<file path="config.mk">
export PLATFORM = sky130hd
export DESIGN_NAME = pps_scaler
export DESIGN_NICKNAME = d
export VERILOG_FILES = /design/src/hdl/pps_pkg.sv /design/src/hdl/pps_scaler.sv
export SDC_FILE = /design/constraint.sdc
export NUM_CORES = 1
export LEC_CHECK = 0
export BUFFER_PORTS_ARGS = -buffer_cell sky130_fd_sc_hd__buf_4
export CAP_MARGIN = 20
export CORE_ASPECT_RATIO = 0.75
export CORE_MARGIN = 4
export CORE_UTILIZATION = 50
export CTS_BUF_LIST = sky130_fd_sc_hd__clkbuf_16
export CTS_CLUSTER_SIZE = 14
export DETAILED_ROUTE_END_ITERATION = 16
export PLACE_DENSITY = 0.68
export REMOVE_ABC_BUFFERS = 1
export SYNTH_ARGS = -nofsm -noshare
export SYNTH_HDL_FRONTEND = slang
export SYNTH_SLANG_ARGS = --single-unit
</file>
<file path="constraint.sdc">
create_clock -name clk -period 5.31 [get_ports clk]
set_clock_uncertainty 0.2 [all_clocks]
set_input_delay 1.062 -clock clk [delete_from_list [all_inputs] [get_ports clk]]
set_output_delay 1.062 -clock clk [all_outputs]
set_load 0.02 [all_outputs]
</file>
<file path="src/hdl/pps_pkg.sv">
// ----------------------------------------------------------------------------
// pps_pkg
// Shared types and constants for the ping-pong sample player.
// ----------------------------------------------------------------------------
package pps_pkg;

  localparam int DEFAULT_CHUNK_DEPTH = 1024;

  localparam int SAMPLE_W = 8;
  localparam int OPCODE_W = 3;
  localparam int TICK_W   = 4;
  localparam int CFG_IDX_W = 1;

  localparam logic [SAMPLE_W-1:0] SILENCE_LEVEL = 8'h80;
  localparam logic [SAMPLE_W-1:0] VOLUME_RESET  = 8'd128;
  localparam logic [TICK_W-1:0]   TPS_RESET     = 4'd4;

  localparam logic [1:0] FREE_NONE = 2'd2;

  typedef enum logic [OPCODE_W-1:0] {
    OP_TICK   = 3'd0,
    OP_WRITE  = 3'd1,
    OP_LENGTH = 3'd2,
    OP_START  = 3'd3,
    OP_STOP   = 3'd4
  } opcode_t;

  typedef enum logic [CFG_IDX_W-1:0] {
    CFG_VOLUME = 1'b0,
    CFG_TPS    = 1'b1
  } cfg_index_t;

  // What a transaction does to the level register at the tail
  typedef enum logic [1:0] {
    LOAD_NONE    = 2'd0,
    LOAD_SILENCE = 2'd1,
    LOAD_SAMPLE  = 2'd2
  } load_kind_t;

  typedef struct packed {
    logic       is_playing;
    logic [1:0] free_buffer;
    logic       drained;
  } pps_status_t;

endpackage

</file>
<file path="src/hdl/pps_scaler.sv">
// ----------------------------------------------------------------------------
// pps_scaler
// Scales an unsigned sample about the midpoint by volume/255, truncating
// toward zero. Product registered; divide by 255 done after the register.
// ----------------------------------------------------------------------------
module pps_scaler
  import pps_pkg::*;
(
  input  logic                clk,
  input  logic                en,
  input  logic [SAMPLE_W-1:0] sample,
  input  logic [SAMPLE_W-1:0] volume,
  output logic [SAMPLE_W-1:0] level
);

  logic signed [8:0]  centered;
  logic signed [17:0] product;
  logic        [16:0] mag;
  logic        [16:0] quot_sum;
  logic        [7:0]  quot;
  logic               neg;

  // Center the sample and multiply by the gain
  assign centered = $signed({1'b0, sample}) - 9'sd128;

  always_ff @(posedge clk) begin
    if (en) begin
      product <= centered * $signed({1'b0, volume});
    end
  end

  // Magnitude divided by 255: exact for values below 65280
  assign neg      = product[17];
  assign mag      = neg ? 17'(-product) : product[16:0];
  assign quot_sum = mag + (mag >> 8) + 17'd1;
  assign quot     = quot_sum[15:8];

  // Restore the sign and shift back to the midpoint
  assign level = SILENCE_LEVEL + (neg ? (~quot + 8'd1) : quot);

endmodule

</file>
# After elaboration in Yosys (flattened, before gate mapping)

Index checks and enable logic that the tools add are counted.

Logic and storage cells: 11
Output and inout bits: 8
Bits in registers: 18
Input bits: 18

Bitwise logic cells: 1
Multipliers: 1
Add/sub/neg operators: 6
Multiplexer cells: 2

Operators by type and width:

| cell                  | count |
|---|---|
| $mul 9x9->18          | 1 |
| $mux 17               | 1 |
| $neg 17->17           | 1 |
| $add 16x1->16 const B | 1 |
| $add 16x9->16         | 1 |
| $sub 8x8->9 const B   | 1 |
| $add 8x1->8 const B   | 1 |
| $add 8x8->8 const A   | 1 |
| $mux 8                | 1 |
| $not 8->8             | 1 |

# Logic depth before layout (Yosys ltp)

Depth after elaboration: 8
Gate-level depth with buffers: 20

# Worst setup path before layout

OpenSTA, ideal clock, no wires.

Path type: register to output
From: reg product[4]
To: out level[6]
Path slack: -0.474 ns
Data required time: 4.048 ns
Cell stages (with the launch flop): 19
Arrival time: 4.522 ns
Path through: edfxtp_1 -> nor4_4 -> nand2_2 -> o41ai_2 -> xor2_2 -> inv_2 -> ha_1 -> or3_2 -> mux2i_1 -> nor4_2 -> o211ai_4 -> nand2_2 -> xnor2_1 -> inv_1 -> ha_1 -> nand2b_1 -> nor4_1 -> a221oi_2 -> xor2_1

Word-level cells in the longest chain between the ends: 8

RTL lines:

| item                   | line             | text |
|---|---|---|
| from (decl)            | pps_scaler.sv:17 | `logic signed [17:0] product;` |
| from (signal assigned) | pps_scaler.sv:28 | `product <= centered * $signed({1'b0, volume});` |
| $neg 17->17            | pps_scaler.sv:34 | `assign mag = neg ? 17'(-product) : product[16:0];` |
| $mux 17 *              | pps_scaler.sv:34 |  |
| $add 16x9->16 *        | pps_scaler.sv:35 | `assign quot_sum = mag + (mag >> 8) + 17'd1;` |
| $add 16x1->16 *        | pps_scaler.sv:35 |  |
| $not 8->8              | pps_scaler.sv:39 | `assign level = SILENCE_LEVEL + (neg ? (~quot + 8'd1) : quot);` |
| $add 8x1->8            | pps_scaler.sv:39 |  |
| $mux 8 *               | pps_scaler.sv:39 |  |
| $add 8x8->8 *          | pps_scaler.sv:39 |  |
| to (decl)              | pps_scaler.sv:13 | `output logic [SAMPLE_W-1:0] level` |

Every way passes the cells marked *; elsewhere a longest branch is shown, timed or not.

# Worst setup path in the final report

Same ends and word-level chain as after synthesis.

==> impl_metrics.tcl <==
set metrics [dict create \
    startpoint_type "register" \
    final_max_slew_viol_count 0 \
    clock-sinks 18 \
    cts_hold_buf 0 \
    cts_buffers 3 \
    grt_max_degree 19 \
    path_max_fanout 3 \
    end_kind "output port" \
    io-pin-count 26 \
    rsz0062_at_grt "yes" \
    gr-usage-all-layers_pct 17.9 \
    yosysUniqueCellTypes 58 \
    maxSlewHeadroom_pct 61.1 \
    syn_area_um2 4230 \
    drive_gt1_share_pct 30.3 \
    cts.path.max_buffers 2 \
    required_ns 4.05 \
    syn_inst 461 \
    synth_edf_count 18 \
    violations "negative setup slack" \
    finalWorstSetupSlack_ns -0.115 \
    ctsHtreeMaxLevel 1 \
    slowest_delay_ns 0.43 \
    postPlaceCellArea_um2 4940 \
    ant_nets 0 \
    hold_depth 1 \
    vias_per_cell 5.14 \
    grt_antenna_before_repair 0 \
    port_buffers 25 \
    worst_pin_slew_ns 0.584 \
    first_pass_iters 4 \
    dieHeight_um 87.6 \
    postSynthAreaPerCell_um2 9.17 \
    clkTransAtPathRegs_ns 0.05 \
    finish.instance_area_um2 5420 \
    fp.coreArea_um2 8060 \
    top_register "product" \
    ctsRootBufferMaster "clkbuf_16" \
    yosys_warnings 0 \
    fin_crit_ns 5.42 \
    largest_reg_flops 18 \
    crit_chain "nor4_4 -> nand2_2 -> o41ai_4 -> xor2_2 -> inv_2 -> ha_4 -> or3_4 -> mux2i_2 -> nor4_2 -> o211ai_4 -> nand2_2 -> a21oi_2 -> xnor2_2 -> ha_2 -> nand2b_4 -> nor4_2 -> a221oi_2 -> xor2_1 -> buf_4" \
    nets 673 \
    cts_tree "yes" \
    synth-async-reset-ratio_pct 0 \
    area_growth_pct 28.2 \
    diodes 0 \
    hold_start "en" \
    startpoint "product[4]" \
    cap_viol_max_count 0 \
    critPathBufInv 2 \
    hold_viol_final 0 \
    setup_viol 3 \
    grt_pass1_wl_um 14700 \
    dr.first_iter.drc_count 206 \
    synth_seq_cells 18 \
    fp.dieArea_um2 10000 \
    gp_congestion 0.849 \
    status "finished with violations" \
    worst_path_max_delay_cell "edfxtp_1" \
    wire_per_inst_um 13.5 \
    drc 0 \
    die_x_um 114 \
    dpl.hpwl_um 7410 \
    ys_seq_area_share_pct 12.8 \
    fin_crit_sh_pct 102 \
    reg_top3 "product: 18 flops" \
    hp-class "in2reg" \
    worstSetupPathType "reg2out" \
    fmax_mhz 184 \
    vias 3393 \
    worstPathArrival_ns 4.16 \
    fp-row-count 28 \
    holdPathEnd "product[17]" \
    drt-total-wl_um 8920 \
    path_delay_family "simple AND/OR/NAND/NOR gates" \
    initial_utilization_pct 52.5 \
    synth_flop_cell "edfxtp_1" \
    gr-total-overflow 0 \
    grt_pass1_vias 3275 \
]
## synth_stat cells, types with 3 or more instances
master	n	area (µm²)
nor2b_1	6	37.5
nand3_1	5	25.0
o21ai_1	3	15.0
nand2b_1	5	31.3
o21ai_0	9	45.0
a21oi_1	10	50.1
and2_1	39	244
nor2_1	22	82.6
nand2_1	31	116
edfxtp_1	18	541
o31ai_1	4	30.0
xor2_1	7	61.3
mux2i_1	4	40.0
inv_1	108	405
nand2_2	3	18.8
nor3_1	4	20.0
o41ai_1	5	43.8
xnor2_1	30	263
ha_1	43	538
fa_1	56	1120
## cell families after synthesis
| kind of cell | synth area share, % |
|---|---|
| xor+xnor | 9.03 |
| compound gates | 10.7 |
| mux | 0.947 |
| buf+inv | 10.7 |
| flops | 12.8 |
| fa+ha+maj | 39.2 |
| simple gates | 16.7 |
## through the flow
| step | hold slack (ns) | cells | worst slack [ns] | util, % | setup TNS, ns |
|---|---|---|---|---|---|
| after CTS | 0.992 | 652 | -0.248 | 63.9 | -0.645 |
| after floorplan | 0.974 | 455 | -0.517 | - | -1.45 |
| after global routing | 0.997 | 660 | -0.305 | 67.3 | -1.08 |
| after global placement | 1.25 | 642 | -0.212 | 61.3 | -0.599 |
| after detailed placement | 1.25 | 642 | -0.383 | 61.3 | -1.20 |
| final | 0.992 | 660 | -0.115 | 67.3 | -0.246 |
## area by class of cell
cell class	instances	area, µm²
flip-flops and latches	18	541
repair buffers	96	754
clock buffers	3	75.1
clock inverters	1	3.75
multi-input cells	327	3500
well taps	105	131
fillers	605	2640
inverters	110	413
## metal layers
| metal | wire length (µm) | part of all wire (%) | up-vias | global-route usage, % |
|---|---|---|---|---|
| li1 | - | - | 1656 | - |
| met2 | 4320 | 48 | 66 | 30.2 |
| met1 | 4210 | 47 | 1667 | 25.1 |
| met4 | 65 | 0.73 | 0 | 3.56 |
| met3 | 328 | 3.7 | 4 | 2.07 |
| met5 | 0 | 0 | - | 0 |
## cell usage in the layout, fill, tap and decap left out, types with 4 or more instances in the layout
| cell type | count |
|---|---|
| a21oi_1 | 5 |
| and2_1 | 38 |
| buf_4 | 89 |
| buf_6 | 5 |
| edfxtp_1 | 18 |
| fa_1 | 54 |
| ha_1 | 35 |
| ha_4 | 6 |
| inv_1 | 102 |
| inv_2 | 7 |
| nand2_1 | 26 |
| nand2_2 | 8 |
| nand3_1 | 5 |
| nor2_1 | 19 |
| nor3_1 | 4 |
| o21ai_0 | 8 |
| o31ai_1 | 4 |
| xnor2_1 | 27 |
| xor2_1 | 7 |
## worst max-delay path by stage
stage / cells after the start / to / slack, ns
CTS: 19 / level[6] / -0.25
finish: 19 / level[6] / -0.11
floorplan: 18 / level[6] / -0.52
global placement: 17 / product[17] / -0.21
global route: 19 / level[6] / -0.31
detailed placement: 17 / product[17] / -0.38
## repair_timing
item,4_1_cts,5_1_grt
cloned,0,0
setup buffers,6,8
pin swaps,14,46
endpoints found under the setup margin,7,11
resized for setup,15,50
Power is left out: the tool's default activity adds up to more than one toggle a clock period on the data nets, which glitch-free logic cannot reach.
